$ cat config.mk
export PLATFORM = sky130hd
export DESIGN_NAME = slew_ramp_position_limit_controller_flat
export DESIGN_NICKNAME = d
export VERILOG_FILES = /design/src/sv/srplc_pkg.sv /design/src/sv/srplc_ifs.sv /design/src/sv/slew_ramp_position_limit_controller.sv /design/src/sv/srplc_ctrl.sv /design/src/sv/srplc_dp.sv /design/src/flat_wrapper.sv
export SDC_FILE = /design/constraint.sdc
export NUM_CORES = 2
export LEC_CHECK = 0
export ABC_AREA = 1
export BUFFER_PORTS_ARGS = -buffer_cell sky130_fd_sc_hd__buf_2
export CORE_MARGIN = 4
export CORE_UTILIZATION = 45
export CTS_BUF_LIST = sky130_fd_sc_hd__clkbuf_4
export DETAILED_ROUTE_END_ITERATION = 10
export GPL_TIMING_DRIVEN = 1
export PLACE_DENSITY = 0.68
export SYNTH_ARGS = -nofsm -noshare
export SYNTH_HDL_FRONTEND = slang
export SYNTH_SLANG_ARGS = --single-unit
$ cat constraint.sdc
create_clock -name clk -period 11.25 [get_ports clk]
set_clock_uncertainty 0.1 [all_clocks]
set_input_delay 2.8125 -clock clk [delete_from_list [all_inputs] [get_ports clk]]
set_output_delay 2.8125 -clock clk [all_outputs]
set_load 0.05 [all_outputs]
$ cat src/sv/srplc_pkg.sv
// Shared constants, command codes and altitude limit tables for the slew controller.
package srplc_pkg;

	localparam int ALT_TABLE_ENTRIES_DEF = 11;
	localparam int COUNTER_BITS_DEF      = 24;

	localparam int MIN_RATE_RESET = 1000;
	localparam int DEC_MIN_STEPS  = 365634;
	localparam int DEC_INC_STEPS  = 19068;
	localparam int DI_W           = 15;   // bits of a remainder below DEC_INC_STEPS
	localparam int GRAD_W         = 17;
	localparam int QUOT_BITS      = 17;

	// 1/5 as a reciprocal: floor(x * RECIP5 / 2^RECIP5_SH) == x / 5 for x < 2^18
	localparam int RECIP5    = 52429;
	localparam int RECIP5_SH = 18;

	// division by the declination step as a reciprocal multiply, exact below 2^31
	localparam int     RECIP_DEC_SH = 46;
	localparam longint RECIP_DEC    =
		((longint'(1) << RECIP_DEC_SH) + DEC_INC_STEPS - 1) / DEC_INC_STEPS;

	localparam int BIT_N = 0;
	localparam int BIT_S = 1;
	localparam int BIT_E = 2;
	localparam int BIT_W = 3;

	typedef enum logic [2:0] {
		CMD_START  = 3'd0,
		CMD_CHANGE = 3'd1,
		CMD_END    = 3'd2,
		CMD_STOP   = 3'd3,
		CMD_RAMP   = 3'd4,
		CMD_POS    = 3'd5,
		CMD_LIMITS = 3'd6
	} cmd_t;

	typedef int tbl_t [16];

	localparam tbl_t WEST_TBL = '{
		-3520, 19677, 43880, 69600, 97474, 128323, 163334, 204335,
		254504, 320569, 424189, 424189, 424189, 424189, 424189, 424189};
	localparam tbl_t EAST_TBL = '{
		1168912, 1145715, 1121512, 1095792, 1067917, 1037069, 1002058, 961057,
		910888, 844823, 741203, 741203, 741203, 741203, 741203, 741203};

	function automatic tbl_t calc_grad();
		tbl_t g;
		for (int i = 0; i < 15; i++) g[i] = WEST_TBL[i+1] - WEST_TBL[i];
		g[15] = 0;
		return g;
	endfunction

	// (grad * DEC_MIN_STEPS) mod DEC_INC_STEPS, folded out of the interpolation
	function automatic tbl_t calc_gamod();
		tbl_t   g;
		tbl_t   m;
		longint p;
		g = calc_grad();
		for (int i = 0; i < 16; i++) begin
			p    = longint'(g[i]) * DEC_MIN_STEPS;
			m[i] = int'(p % DEC_INC_STEPS);
		end
		return m;
	endfunction

	localparam tbl_t GRAD_TBL  = calc_grad();
	localparam tbl_t GAMOD_TBL = calc_gamod();

	typedef struct packed {
		logic load;
		logic exec;
		logic srch;
		logic mul;
		logic div;
		logic fin;
		logic publish;
	} dp_cmd_t;

	typedef struct packed {
		logic soft_req;
		logic srch_done;
	} dp_sts_t;

endpackage

$ cat src/sv/srplc_ifs.sv
// Command and result channel interfaces.
interface srplc_in_if #(parameter int CNT_W = 24);
	logic             valid;
	logic             ready;
	logic [2:0]       cmd;
	logic [3:0]       direction;
	logic [15:0]      rate;
	logic [CNT_W-1:0] counter_readback;
	logic [3:0]       limit_switches;
	modport source (output valid, cmd, direction, rate, counter_readback, limit_switches,
		input ready);
	modport sink (input valid, cmd, direction, rate, counter_readback, limit_switches,
		output ready);
endinterface

interface srplc_out_if #(parameter int CNT_W = 24);
	logic               valid;
	logic               ready;
	logic               status;
	logic               rate_write;
	logic [15:0]        rate_value;
	logic               dir_write;
	logic [3:0]         dir_value;
	logic               track_off;
	logic               counter_load;
	logic [CNT_W-1:0]   counter_value;
	logic signed [31:0] position_ha;
	logic signed [31:0] position_dec;
	logic [3:0]         limit_flags;
	modport source (output valid, status, rate_write, rate_value, dir_write, dir_value,
		track_off, counter_load, counter_value, position_ha, position_dec, limit_flags,
		input ready);
	modport sink (input valid, status, rate_write, rate_value, dir_write, dir_value,
		track_off, counter_load, counter_value, position_ha, position_dec, limit_flags,
		output ready);
endinterface

$ cat src/sv/slew_ramp_position_limit_controller.sv
// Top level: two-axis slew controller with rate ramp, position tracking and limits.
// One command beat in, one result beat out. Most commands go from execute straight to
// publish; read limits with a declination inside the soft limit table adds the interval
// search, a multiply, a reciprocal-multiply divide by the declination step and a compare
// before publishing. The next command is taken the cycle after a result is published;
// publishing waits while an earlier result beat is still held untaken.
module slew_ramp_position_limit_controller import srplc_pkg::*; #(
	parameter int ALT_TABLE_ENTRIES = ALT_TABLE_ENTRIES_DEF,
	parameter int COUNTER_BITS      = COUNTER_BITS_DEF
) (
	input  logic        clk,
	input  logic        arst_n,
	input  logic        cfg_we,
	input  logic [15:0] cfg_wdata,
	srplc_in_if.sink    in_ch,
	srplc_out_if.source out_ch
);

	dp_cmd_t dp_cmd;
	dp_sts_t dp_sts;

	srplc_ctrl u_ctrl (
		.clk       (clk),
		.arst_n    (arst_n),
		.in_valid  (in_ch.valid),
		.in_ready  (in_ch.ready),
		.out_valid (out_ch.valid),
		.out_ready (out_ch.ready),
		.dp_cmd    (dp_cmd),
		.dp_sts    (dp_sts)
	);

	srplc_dp #(
		.ALT_TABLE_ENTRIES (ALT_TABLE_ENTRIES),
		.COUNTER_BITS      (COUNTER_BITS)
	) u_dp (
		.clk              (clk),
		.arst_n           (arst_n),
		.cfg_we           (cfg_we),
		.cfg_wdata        (cfg_wdata),
		.dp_cmd           (dp_cmd),
		.dp_sts           (dp_sts),
		.cmd              (in_ch.cmd),
		.direction        (in_ch.direction),
		.rate             (in_ch.rate),
		.counter_readback (in_ch.counter_readback),
		.limit_switches   (in_ch.limit_switches),
		.status           (out_ch.status),
		.rate_write       (out_ch.rate_write),
		.rate_value       (out_ch.rate_value),
		.dir_write        (out_ch.dir_write),
		.dir_value        (out_ch.dir_value),
		.track_off        (out_ch.track_off),
		.counter_load     (out_ch.counter_load),
		.counter_value    (out_ch.counter_value),
		.position_ha      (out_ch.position_ha),
		.position_dec     (out_ch.position_dec),
		.limit_flags      (out_ch.limit_flags)
	);

endmodule

$ cat src/sv/srplc_ctrl.sv
// Sequencer: steps one command through execute, limit search, multiply, divide, compare and publish.
module srplc_ctrl import srplc_pkg::*; (
	input  logic    clk,
	input  logic    arst_n,
	input  logic    in_valid,
	output logic    in_ready,
	output logic    out_valid,
	input  logic    out_ready,
	output dp_cmd_t dp_cmd,
	input  dp_sts_t dp_sts
);

	typedef enum logic [2:0] {
		S_IDLE, S_EXEC, S_SRCH, S_MUL, S_DIV, S_FIN, S_PUB
	} state_t;

	state_t state_q;
	logic   out_valid_q;
	logic   pub_ok;

	assign in_ready  = (state_q == S_IDLE);
	assign out_valid = out_valid_q;
	assign pub_ok    = (state_q == S_PUB) && (!out_valid_q || out_ready);

	always_comb begin
		dp_cmd         = '0;
		dp_cmd.load    = in_valid && (state_q == S_IDLE);
		dp_cmd.exec    = (state_q == S_EXEC);
		dp_cmd.srch    = (state_q == S_SRCH);
		dp_cmd.mul     = (state_q == S_MUL);
		dp_cmd.div     = (state_q == S_DIV);
		dp_cmd.fin     = (state_q == S_FIN);
		dp_cmd.publish = pub_ok;
	end

	always_ff @(posedge clk or negedge arst_n) begin
		if (!arst_n) begin
			state_q     <= S_IDLE;
			out_valid_q <= 1'b0;
		end else begin
			if (pub_ok) out_valid_q <= 1'b1;
			else if (out_ready) out_valid_q <= 1'b0;
			case (state_q)
				S_IDLE: if (in_valid) state_q <= S_EXEC;
				S_EXEC: state_q <= dp_sts.soft_req ? S_SRCH : S_PUB;
				S_SRCH: if (dp_sts.srch_done) state_q <= S_MUL;
				S_MUL:  state_q <= S_DIV;
				S_DIV:  state_q <= S_FIN;
				S_FIN:  state_q <= S_PUB;
				S_PUB:  if (pub_ok) state_q <= S_IDLE;
				default: state_q <= S_IDLE;
			endcase
		end
	end

endmodule

$ cat src/sv/srplc_dp.sv
// Datapath: rate ramp, position tracking, limit switches and soft limit interpolation.
module srplc_dp import srplc_pkg::*; #(
	parameter int ALT_TABLE_ENTRIES = ALT_TABLE_ENTRIES_DEF,
	parameter int COUNTER_BITS      = COUNTER_BITS_DEF
) (
	input  logic                    clk,
	input  logic                    arst_n,
	input  logic                    cfg_we,
	input  logic [15:0]             cfg_wdata,
	input  dp_cmd_t                 dp_cmd,
	output dp_sts_t                 dp_sts,
	input  logic [2:0]              cmd,
	input  logic [3:0]              direction,
	input  logic [15:0]             rate,
	input  logic [COUNTER_BITS-1:0] counter_readback,
	input  logic [3:0]              limit_switches,
	output logic                    status,
	output logic                    rate_write,
	output logic [15:0]             rate_value,
	output logic                    dir_write,
	output logic [3:0]              dir_value,
	output logic                    track_off,
	output logic                    counter_load,
	output logic [COUNTER_BITS-1:0] counter_value,
	output logic signed [31:0]      position_ha,
	output logic signed [31:0]      position_dec,
	output logic [3:0]              limit_flags
);

	localparam int FULL_SPAN = (ALT_TABLE_ENTRIES - 1) * DEC_INC_STEPS;
	localparam int REM_W     = $clog2(FULL_SPAN);

	// architectural state
	logic [15:0]             min_rate_q;
	logic signed [31:0]      pos_ha_q, pos_dec_q;
	logic [COUNTER_BITS-1:0] last_q;
	logic [3:0]              move_q;
	logic [15:0]             tgt_q, cur_q;
	logic                    ending_q;

	// item capture
	cmd_t                    cmd_q;
	logic [3:0]              dir_q, sw_q;
	logic [15:0]             rate_q;
	logic [COUNTER_BITS-1:0] rb_q;

	// result under construction
	logic                    st_q, rw_q, dw_q, cl_q;
	logic [15:0]             rv_q;
	logic [3:0]              dv_q, lf_q;
	logic [COUNTER_BITS-1:0] cv_q;

	// soft limit working registers
	logic [REM_W-1:0]        rem_q;
	logic [3:0]              idx_q;
	logic [31:0]             num_q;
	logic [QUOT_BITS-1:0]    quot_q;

	// next-state terms for execute
	logic                    trk;
	logic [31:0]             delta;
	logic signed [31:0]      ha_trk, dec_trk, ha_z, dec_z;
	logic                    conflict;
	logic signed [32:0]      ddiff;
	logic                    dec_ge, dec_full;
	logic [15:0]             start_rate, req_clamp;
	logic [33:0]             down_prod;
	logic [15:0]             down_q5, up_cl, ramp_nr;
	logic [18:0]             up_x;
	logic [31:0]             prod;
	logic [63:0]             qprod;
	logic signed [33:0]      ha_x, lim_w, lim_e;

	assign trk   = (cur_q != '0) && (move_q != '0);
	assign delta = 32'(rb_q) - 32'(last_q);

	always_comb begin
		ha_trk  = pos_ha_q;
		dec_trk = pos_dec_q;
		if (trk) begin
			if (move_q[BIT_W]) ha_trk = pos_ha_q + delta;
			else if (move_q[BIT_E]) ha_trk = pos_ha_q - delta;
			if (move_q[BIT_N]) dec_trk = pos_dec_q + delta;
			else if (move_q[BIT_S]) dec_trk = pos_dec_q - delta;
		end
	end

	assign conflict = (sw_q[BIT_W] && sw_q[BIT_E]) || (sw_q[BIT_N] && sw_q[BIT_S]);
	assign ha_z     = sw_q[BIT_W] ? '0 : pos_ha_q;
	assign dec_z    = sw_q[BIT_S] ? '0 : pos_dec_q;
	assign ddiff    = 33'(dec_z) - 33'(DEC_MIN_STEPS);
	assign dec_ge   = !ddiff[32];
	assign dec_full = dec_ge && (ddiff >= 33'(FULL_SPAN));

	assign start_rate = (rate_q >= min_rate_q) ? rate_q : min_rate_q;
	assign req_clamp  = (rate_q < min_rate_q) ? min_rate_q : rate_q;

	// ramp down: cur*4/5 by reciprocal; ramp up: cur*5/4
	assign down_prod = {16'b0, cur_q, 2'b00} * 34'(RECIP5);
	assign down_q5   = 16'(down_prod >> RECIP5_SH);
	assign up_x      = ({3'b0, cur_q} << 2) + {3'b0, cur_q};
	assign up_cl     = ((up_x >> 2) > 19'(tgt_q)) ? tgt_q : 16'(up_x >> 2);
	assign ramp_nr   = (tgt_q < cur_q) ? ((down_q5 < tgt_q) ? tgt_q : down_q5) : up_cl;

	assign prod    = 32'(GAMOD_TBL[idx_q]) +
		(32'($unsigned(GRAD_W'(GRAD_TBL[idx_q]))) * 32'(rem_q[DI_W-1:0]));
	assign qprod   = 64'(num_q) * 64'(RECIP_DEC);

	assign ha_x  = 34'(pos_ha_q);
	assign lim_w = 34'(WEST_TBL[idx_q]) + 34'(quot_q);
	assign lim_e = 34'(EAST_TBL[idx_q]) - 34'(quot_q);

	assign dp_sts.soft_req  = (cmd_q == CMD_LIMITS) && !conflict && dec_ge && !dec_full;
	assign dp_sts.srch_done = (rem_q < REM_W'(DEC_INC_STEPS));

	always_ff @(posedge clk or negedge arst_n) begin
		if (!arst_n) begin
			min_rate_q <= 16'(MIN_RATE_RESET);
			pos_ha_q   <= '0;
			pos_dec_q  <= '0;
			last_q     <= '0;
			move_q     <= '0;
			tgt_q      <= '0;
			cur_q      <= '0;
			ending_q   <= 1'b0;
		end else begin
			if (cfg_we) min_rate_q <= cfg_wdata;
			if (dp_cmd.exec) begin
				case (cmd_q)
					CMD_START: if (cur_q == '0) begin
						cur_q    <= start_rate;
						tgt_q    <= rate_q;
						move_q   <= dir_q;
						ending_q <= 1'b0;
						last_q   <= '1;
					end
					CMD_CHANGE: if (cur_q != '0) begin
						tgt_q <= rate_q;
						if (cur_q >= min_rate_q) cur_q <= req_clamp;
					end
					CMD_END: begin
						if (cur_q != '0 && cur_q >= min_rate_q) begin
							pos_ha_q  <= ha_trk;
							pos_dec_q <= dec_trk;
							last_q    <= '0;
							cur_q     <= '0;
							ending_q  <= 1'b0;
						end else if (cur_q != '0 && !ending_q) begin
							ending_q <= 1'b1;
							tgt_q    <= min_rate_q;
						end
					end
					CMD_STOP: begin
						pos_ha_q  <= ha_trk;
						pos_dec_q <= dec_trk;
						last_q    <= '0;
						cur_q     <= '0;
						ending_q  <= 1'b0;
					end
					CMD_RAMP: if (tgt_q != cur_q) cur_q <= ramp_nr;
					CMD_POS: if (trk) begin
						pos_ha_q  <= ha_trk;
						pos_dec_q <= dec_trk;
						last_q    <= rb_q;
					end
					CMD_LIMITS: if (!conflict) begin
						pos_ha_q  <= ha_z;
						pos_dec_q <= dec_z;
					end
					default: ;
				endcase
			end
		end
	end

	always_ff @(posedge clk) begin
		if (dp_cmd.load) begin
			cmd_q  <= cmd_t'(cmd);
			dir_q  <= direction;
			rate_q <= rate;
			rb_q   <= counter_readback;
			sw_q   <= limit_switches;
		end
		if (dp_cmd.exec) begin
			st_q <= 1'b0;
			rw_q <= 1'b0;
			rv_q <= '0;
			dw_q <= 1'b0;
			dv_q <= '0;
			cl_q <= 1'b0;
			cv_q <= '0;
			lf_q <= '0;
			rem_q <= ddiff[REM_W-1:0];
			idx_q <= '0;
			case (cmd_q)
				CMD_START: if (cur_q == '0) begin
					st_q <= 1'b1;
					rw_q <= 1'b1;
					rv_q <= start_rate;
					dw_q <= 1'b1;
					dv_q <= dir_q;
					cl_q <= 1'b1;
					cv_q <= '1;
				end
				CMD_CHANGE: if (cur_q != '0 && cur_q >= min_rate_q) begin
					rw_q <= 1'b1;
					rv_q <= req_clamp;
				end
				CMD_END: if (cur_q == '0) begin
					st_q <= 1'b1;
				end else if (cur_q >= min_rate_q) begin
					st_q <= 1'b1;
					dw_q <= 1'b1;
					cl_q <= 1'b1;
				end
				CMD_STOP: begin
					dw_q <= 1'b1;
					cl_q <= 1'b1;
				end
				CMD_RAMP: if (tgt_q != cur_q) begin
					st_q <= 1'b1;
					rw_q <= 1'b1;
					rv_q <= ramp_nr;
				end
				CMD_LIMITS: begin
					if (conflict) lf_q <= 4'hF;
					else if (dec_full)
						lf_q <= sw_q | 4'((1 << BIT_N) | (1 << BIT_W) | (1 << BIT_E));
					else lf_q <= sw_q;
				end
				default: ;
			endcase
		end
		if (dp_cmd.srch && !dp_sts.srch_done) begin
			rem_q <= rem_q - REM_W'(DEC_INC_STEPS);
			idx_q <= idx_q + 4'd1;
		end
		if (dp_cmd.mul) num_q <= prod;
		// divide by the declination step as a reciprocal multiply
		if (dp_cmd.div) quot_q <= qprod[RECIP_DEC_SH +: QUOT_BITS];
		if (dp_cmd.fin)
			lf_q <= lf_q | ((ha_x < lim_w) ? 4'((1 << BIT_N) | (1 << BIT_W)) : 4'd0) |
				((ha_x > lim_e) ? 4'((1 << BIT_N) | (1 << BIT_E)) : 4'd0);
		if (dp_cmd.publish) begin
			status        <= st_q;
			rate_write    <= rw_q;
			rate_value    <= rv_q;
			dir_write     <= dw_q;
			dir_value     <= dv_q;
			track_off     <= dw_q;
			counter_load  <= cl_q;
			counter_value <= cv_q;
			position_ha   <= pos_ha_q;
			position_dec  <= pos_dec_q;
			limit_flags   <= lf_q;
		end
	end

endmodule

$ cat src/flat_wrapper.sv
// flat-port wrapper written by rule: the top's interface ports become plain ports
module slew_ramp_position_limit_controller_flat import srplc_pkg::*;
#(
	parameter int ALT_TABLE_ENTRIES = ALT_TABLE_ENTRIES_DEF,
	parameter int COUNTER_BITS      = COUNTER_BITS_DEF
)
  (clk, arst_n, cfg_we, cfg_wdata, in_ch_valid, in_ch_cmd, in_ch_direction, in_ch_rate, in_ch_counter_readback, in_ch_limit_switches, in_ch_ready, out_ch_valid, out_ch_status, out_ch_rate_write, out_ch_rate_value, out_ch_dir_write, out_ch_dir_value, out_ch_track_off, out_ch_counter_load, out_ch_counter_value, out_ch_position_ha, out_ch_position_dec, out_ch_limit_flags, out_ch_ready);
  srplc_in_if in_ch_i ();
  srplc_out_if out_ch_i ();
  input  logic clk;
  input  logic arst_n;
  input  logic cfg_we;
  input  logic [15:0] cfg_wdata;
  input wire logic [$bits(in_ch_i.valid)-1:0] in_ch_valid;
  input wire logic [$bits(in_ch_i.cmd)-1:0] in_ch_cmd;
  input wire logic [$bits(in_ch_i.direction)-1:0] in_ch_direction;
  input wire logic [$bits(in_ch_i.rate)-1:0] in_ch_rate;
  input wire logic [$bits(in_ch_i.counter_readback)-1:0] in_ch_counter_readback;
  input wire logic [$bits(in_ch_i.limit_switches)-1:0] in_ch_limit_switches;
  output wire logic [$bits(in_ch_i.ready)-1:0] in_ch_ready;
  output wire logic [$bits(out_ch_i.valid)-1:0] out_ch_valid;
  output wire logic [$bits(out_ch_i.status)-1:0] out_ch_status;
  output wire logic [$bits(out_ch_i.rate_write)-1:0] out_ch_rate_write;
  output wire logic [$bits(out_ch_i.rate_value)-1:0] out_ch_rate_value;
  output wire logic [$bits(out_ch_i.dir_write)-1:0] out_ch_dir_write;
  output wire logic [$bits(out_ch_i.dir_value)-1:0] out_ch_dir_value;
  output wire logic [$bits(out_ch_i.track_off)-1:0] out_ch_track_off;
  output wire logic [$bits(out_ch_i.counter_load)-1:0] out_ch_counter_load;
  output wire logic [$bits(out_ch_i.counter_value)-1:0] out_ch_counter_value;
  output wire logic [$bits(out_ch_i.position_ha)-1:0] out_ch_position_ha;
  output wire logic [$bits(out_ch_i.position_dec)-1:0] out_ch_position_dec;
  output wire logic [$bits(out_ch_i.limit_flags)-1:0] out_ch_limit_flags;
  input wire logic [$bits(out_ch_i.ready)-1:0] out_ch_ready;
  assign in_ch_i.valid = in_ch_valid;
  assign in_ch_i.cmd = in_ch_cmd;
  assign in_ch_i.direction = in_ch_direction;
  assign in_ch_i.rate = in_ch_rate;
  assign in_ch_i.counter_readback = in_ch_counter_readback;
  assign in_ch_i.limit_switches = in_ch_limit_switches;
  assign in_ch_ready = in_ch_i.ready;
  assign out_ch_valid = out_ch_i.valid;
  assign out_ch_status = out_ch_i.status;
  assign out_ch_rate_write = out_ch_i.rate_write;
  assign out_ch_rate_value = out_ch_i.rate_value;
  assign out_ch_dir_write = out_ch_i.dir_write;
  assign out_ch_dir_value = out_ch_i.dir_value;
  assign out_ch_track_off = out_ch_i.track_off;
  assign out_ch_counter_load = out_ch_i.counter_load;
  assign out_ch_counter_value = out_ch_i.counter_value;
  assign out_ch_position_ha = out_ch_i.position_ha;
  assign out_ch_position_dec = out_ch_i.position_dec;
  assign out_ch_limit_flags = out_ch_i.limit_flags;
  assign out_ch_i.ready = out_ch_ready;
  slew_ramp_position_limit_controller #(.ALT_TABLE_ENTRIES(ALT_TABLE_ENTRIES), .COUNTER_BITS(COUNTER_BITS)) u_core (.clk(clk), .arst_n(arst_n), .cfg_we(cfg_we), .cfg_wdata(cfg_wdata), .in_ch(in_ch_i), .out_ch(out_ch_i));
endmodule
After elaboration in Yosys (flattened, before gate mapping)
Memory sizes are Yosys's and may differ from the RTL's.
Index checks and enable logic that the tools add are counted.
- add/subtract/negate cells: 12
- $mul: 3
- magnitude comparators: 11
- equal/unequal tests: 27
- multiplexer cells: 80
- bitwise operators: 3
- reduce and logical (&&, ||, !) cells: 42
- operators with widths (kind ; count):
    $mux W32 ; 20
    $mux W16 ; 17
    $pmux W32 S4 ; 2
    $add A32 B32 Y32 ; 3
    $mux W24 ; 4
    $pmux W16 S3 ; 2
    $pmux W24 S4 ; 1
    $pmux W16 S5 ; 1
    $sub A32 B32 Y32 ; 2
    $mul A32 B32 Y63 const B ; 1
    $lt A16 B16 Y1 ; 3
    $mux W18 ; 2
    $mux W17 ; 2
    $add A32 B18 Y33 ; 1
    $ge A33 B19 Y1 const B ; 1
    $gt A32 B33 Y1 ; 1
    $lt A32 B33 Y1 ; 1
    $sub A32 B18 Y33 ; 1
    $sub A32 B20 Y33 const B ; 1
    $ge A16 B16 Y1 ; 2
    $mul A16 B16 Y32 const B ; 1
    $mul A17 B15 Y32 ; 1
    $mux W4 ; 8
    $sub A24 B24 Y25 ; 1
    other kinds (36) ; 99
- bits in registers: 433
- ROM bits: 2048
- input port bits: 72
- output and inout port bits: 119
- word-level logic and storage cells: 217
- memories: 4
- memory list (memory ; words ; bits a word ; read ports ; clocked after memory_dff ; wr ports ; RTL line ; text):
    (name not given) ; 16 ; 32 ; 1 ; 0 ; 0 ; srplc_dp.sv:111 ; assign lim_e = 34'(EAST_TBL[idx_q]) - 34'(quot_q);
    (name not given) ; 16 ; 32 ; 1 ; 0 ; 0 ; srplc_dp.sv:110 ; assign lim_w = 34'(WEST_TBL[idx_q]) + 34'(quot_q);
    (name not given) ; 16 ; 32 ; 1 ; 0 ; 0 ; srplc_dp.sv:106 ; (32'($unsigned(GRAD_W'(GRAD_TBL[idx_q]))) * 32'(rem_q[DI_W-1:0]));
    (name not given) ; 16 ; 32 ; 1 ; 0 ; 0 ; srplc_dp.sv:105 ; assign prod = 32'(GAMOD_TBL[idx_q]) +

Logic depth before layout (Yosys ltp)
- depth after elaboration: 10
- depth in mapped cells: 37
- depth with buffers taken out: 36

Hierarchy
From an unflattened synthesis, not the netlist that was laid out.
- cells, all modules: 7597
- area, all modules: 62751.4 µm²
- by module, submodules not included (module ; times used ; cells each ; area each (µm²)):
    srplc_dp ; 1 ; 7553 ; 62459.9
    srplc_ctrl ; 1 ; 44 ; 291.5

Least setup slack after synthesis
Ideal clock, no wire load.
- path kind: input to register
- start: in out_ch_ready
- end: reg u_core.u_dp.counter_load (enable)
- data arrival time: 6687 ps
- slack: 3920 ps
- stages: 2
- path buffers: 0
- cells stage by stage: nor2_1 nor2_1
- RTL lines (element ; RTL line ; text):
    start: declaration ; flat_wrapper.sv:33 ; input wire logic [$bits(out_ch_i.ready)-1:0] out_ch_ready;
    end signal: assignment ; srplc_dp.sv:251 ; counter_load <= cl_q;
    end: declaration ; srplc_dp.sv:23 ; output logic counter_load,

Worst setup path after layout
- start: reg u_core.u_dp.idx_q[2]
- end: reg u_core.u_dp.num_q[26] (data pin)
- word-level cells in the longest chain between the ends: 6
- elaborated cells between the ends (all ways): 9
- those cells by class: add/sub (1); mul (1); mux (4); bitwise (1); memory (2)
- RTL lines (element ; RTL line ; text):
    start: declaration ; srplc_dp.sv:55 ; logic [3:0] idx_q;
    start signal: assignment ; srplc_dp.sv:236 ; idx_q <= idx_q + 4'd1;
    $not A4 Y5 (not written as such) (*) ; srplc_dp.sv:105, srplc_dp.sv:106 ;
    $mem_v2 Z16 W32 ; - ;
    $mux W17 (not written as such) (2 in series) ; srplc_dp.sv:106 ;
    $mul A17 B15 Y32 ; srplc_dp.sv:106 ;
    $add A32 B32 Y32 (*) ; srplc_dp.sv:105 ;
    via u_core.u_dp.prod[26] ; srplc_dp.sv:70 ; logic [31:0] prod;
    end signal: assignment ; srplc_dp.sv:238 ; if (dp_cmd.mul) num_q <= prod;
    end: declaration ; srplc_dp.sv:56 ; logic [31:0] num_q;
Mark *: on every way through the listed nets, which the timed path passes. The rest lies on a longest branch. The select of a mux whose other input is x is not followed.
A chain may end at the register's enable or synchronous reset.

==> summary.md <==
| Metric | Value |
|---|---|
| Post-synth EDFFs | 242 |
| Io pins | 191 |
| Antenna viol nets, final | 0 |
| Hold Vio Cnt, Final | 0 |
| Slowest stage delay, CP | 0.97 ns |
| TritonCTS sink count | 387 |
| # nets final | 9475 |
| Via density | 5.29 |
| Num rows | 136 |
| Largest net degree at the start of global routing | 66 |
| Initial DRC count | 4005 |
| Fillers | 13400 |
| Synth area leader | fa_1 |
| Dpl hpwl | 163000 microns |
| Tot GR Track Use | 0.266 |
| CP max FO | 21 |
| Slew HR | 0.175 |
| Top FF cell, synth | edfxtp_1 |
| Top-count cell post-synth | inv_1 |
| Drt pass-1 iters | 6 |
| Data arrival, critical path | 9.29 ns |
| Post-synth top cells | inv_1 (1732), nand2_1 (1344), ha_1 (839) |
| Synth warnings | 0 |
| Vias in the first global route | 53100 |
| Yosys reg bits | 387 |
| Pins over their slew limit | 0 |
| Worst skew pair latency | 1.08 ns |
| RSZ-0062 raised after global routing | false |
| Largest cells by area after synthesis | fa_1 (26%), ha_1 (17%), edfxtp_1 (12%), inv_1 (10%), nand2_1 (8.0%) |
| Routability cong. | 1.00 |
| CTS Buf Count | 107 |
| Clock Tree Root | clkbuf_4 |
| GRT overflow | 0 |
| Layout cells sized above 1 | 0.0701 |
| Htree depth | 3 |
| Mapped Cells | 7577 |
| Required @ worst endpoint | 11.91 ns |
| Chip Height | 381 microns |
| Worst-Margin Slew | 1.24 ns |
| DR DRC count | 0 |
| Via count | 51400 |
| Startpoint type of the worst setup path | flip-flop |
| CTS tree | built |
| Clock-pin slew on the worst setup and hold paths | 0.07 ns |
| Die ar. | 145000 sq um |
| CORE AREA | 138000 sq um |
| Syn Nets | 9293 |
| IO Port Bufs | 190 |
| Setup violations, final | 0 |
| Post-route cell area | 67000 sq um |
| Synth async-reset ratio | 0.375 |
| Synth unique cells | 69 |
| Status | finished, final reports clean |
| Syn Std Cell Area | 62700 sq um |
| DR WL/cell | 19.9 microns |
| Cell mode on critical path | inv_1 |
| Final worst-path cycle share | 0.767 |
| First-pass GRT wire length | 303000 microns |
| Routed wire length | 194000 microns |
| Worst Setup End Kind | flip-flop |
| Seq/Total Area, Yosys | 0.174 |
| CTS max path bufs | 3 |
| Cell with the largest stage delay on the worst path | a21oi_1 |
| Mean post-synth cell area | 8.27 sq um |
| Post-CTS setup buffers | 0 |
| Final Critical Period | 8.63 ns |
| Die Wd | 381 microns |
| Top-area cell type share of the netlist area | 0.257 |
| WS Path Type | flip-flop to flip-flop |
| Initial antenna violation count | 8 |
| Synthesis-to-layout area growth | 6.94% |
| # hold bufs at CTS | 0 |
| Maxcap violations | 0 |
| Hold WC Path Type | flip-flop to flip-flop |
| Fmax | 116 MHz |
| Cts repair resizes | 0 |
| Starting Density | 0.454 |
| Placed inst area | 65600 sq um |
| TNS Setup | 0 ns |
[through the flow]
stage	util	hold WS, ns	cells	setup WS, ns
2_1_floorplan	-	0.300	7577	3.92
6_report	0.486	0.294	9718	2.62
4_1_cts	0.486	0.308	9713	2.79
3_5_place_dp	0.475	0.308	9513	2.83
3_3_place_gp	0.475	0.301	9513	2.85
5_1_grt	0.486	0.332	9717	2.17
[path summary, 6_finish.rpt]
kind                                              end  depth (start not counted)  slack (ns)            startpoint
setup / recovery                u_core.u_dp.num_q[26]                         29        2.62  u_core.u_dp.idx_q[2]
hold / removal             u_core.u_dp.rate_value[12]                          0        0.29  u_core.u_dp.rv_q[12]
setup reg to reg                u_core.u_dp.num_q[26]                         29        2.62  u_core.u_dp.idx_q[2]
hold reg to reg            u_core.u_dp.rate_value[12]                          0        0.29  u_core.u_dp.rv_q[12]
max in group asynchronous       u_core.u_dp.tgt_q[14]                          2        8.28                arst_n
min in group asynchronous   u_core.u_dp.pos_dec_q[30]                          1        1.52                arst_n
[state kept, by name (all words and copies together), names as in the netlist, 17 cells and up]
name / flops
u_core.u_dp.last_q: 24
u_core.u_dp.num_q: 32
u_core.u_dp.pos_dec_q: 32
u_core.u_dp.pos_ha_q: 32
u_core.u_dp.position_dec: 32
u_core.u_dp.position_ha: 32
u_core.u_dp.quot_q: 17
u_core.u_dp.rb_q: 24
u_core.u_dp.rem_q: 18
[cells in the final DEF, fill, tap and decap left out, drive strengths merged, types with 5 or more instances in the layout]
| master | synthesis | layout |
|---|---|---|
| inv | 1745 | 1748 |
| nand2 | 1388 | 1388 |
| ha | 839 | 839 |
| fa | 805 | 805 |
| nor2 | 527 | 527 |
| a21oi | 400 | 400 |
| o21ai | 391 | 391 |
| nand3 | 271 | 271 |
| edfxtp | 242 | 242 |
| buf | 47 | 226 |
| clkbuf | 106 | 152 |
| xor2 | 143 | 143 |
| dfrtp | 139 | 139 |
| nand4 | 75 | 75 |
| xnor2 | 75 | 75 |
| nor3 | 73 | 73 |
| clkinv | 10 | 49 |
| a31oi | 34 | 34 |
| o211ai | 29 | 29 |
| o21a | 26 | 26 |
| a211oi | 24 | 24 |
| nor4 | 22 | 22 |
| a21o | 20 | 20 |
| or2 | 19 | 19 |
| o21bai | 18 | 18 |
| nand3b | 18 | 18 |
| o221ai | 14 | 14 |
| a22oi | 14 | 14 |
| a21boi | 13 | 13 |
| o31ai | 7 | 7 |
| a221oi | 7 | 7 |
| dfstp | 6 | 6 |
| diode | 0 | 5 |
| bufinv | 0 | 5 |
[cells by family after synthesis]
| group | after synthesis | share of synthesized area |
|---|---|---|
| XOR/XNOR | 218 | 0.0307 |
| buffers and inverters | 1908 | 0.117 |
| AO/OA/AOI/OAI | 1018 | 0.0912 |
| AND/OR/NAND/NOR | 2402 | 0.163 |
| adder cells (fa/ha/maj) | 1644 | 0.425 |
| flip-flops | 387 | 0.174 |
[worst max-delay path, delay by kind of cell, from the launching register on]
kind                     cells  cell delay, ns
AO/OA/AOI/OAI               10            2.88
adder cells (fa/ha/maj)      7            2.57
buffers and inverters        7            1.34
AND/OR/NAND/NOR              5            0.74
flip-flops                   1            0.72
[layer usage]
metal  up-vias  global-route usage  wire (microns)
met5         -                   0              48
met4         6               0.109            8900
met3       425              0.0370           12400
met2      1861               0.438           89500
met1     24800               0.354           82800
li1      24300                   -               -
[area by class of cell]
| class | count | area, sq um | share of cell area |
|---|---|---|---|
| well taps | 1863 | 2330 | 0.0348 |
| multi-input cells | 5282 | 44500 | 0.664 |
| inverters | 1755 | 6590 | 0.0983 |
| repair buffers | 226 | 1230 | 0.0183 |
| clock buffers | 152 | 1140 | 0.0170 |
| flip-flops and latches | 387 | 10900 | 0.163 |
| diodes | 5 | 12.5 | 0.000187 |
| clock inverters | 48 | 339 | 0.00506 |
Power is left out: the tool's default activity adds up to more than one toggle a clock period on the data nets, which glitch-free logic cannot reach.
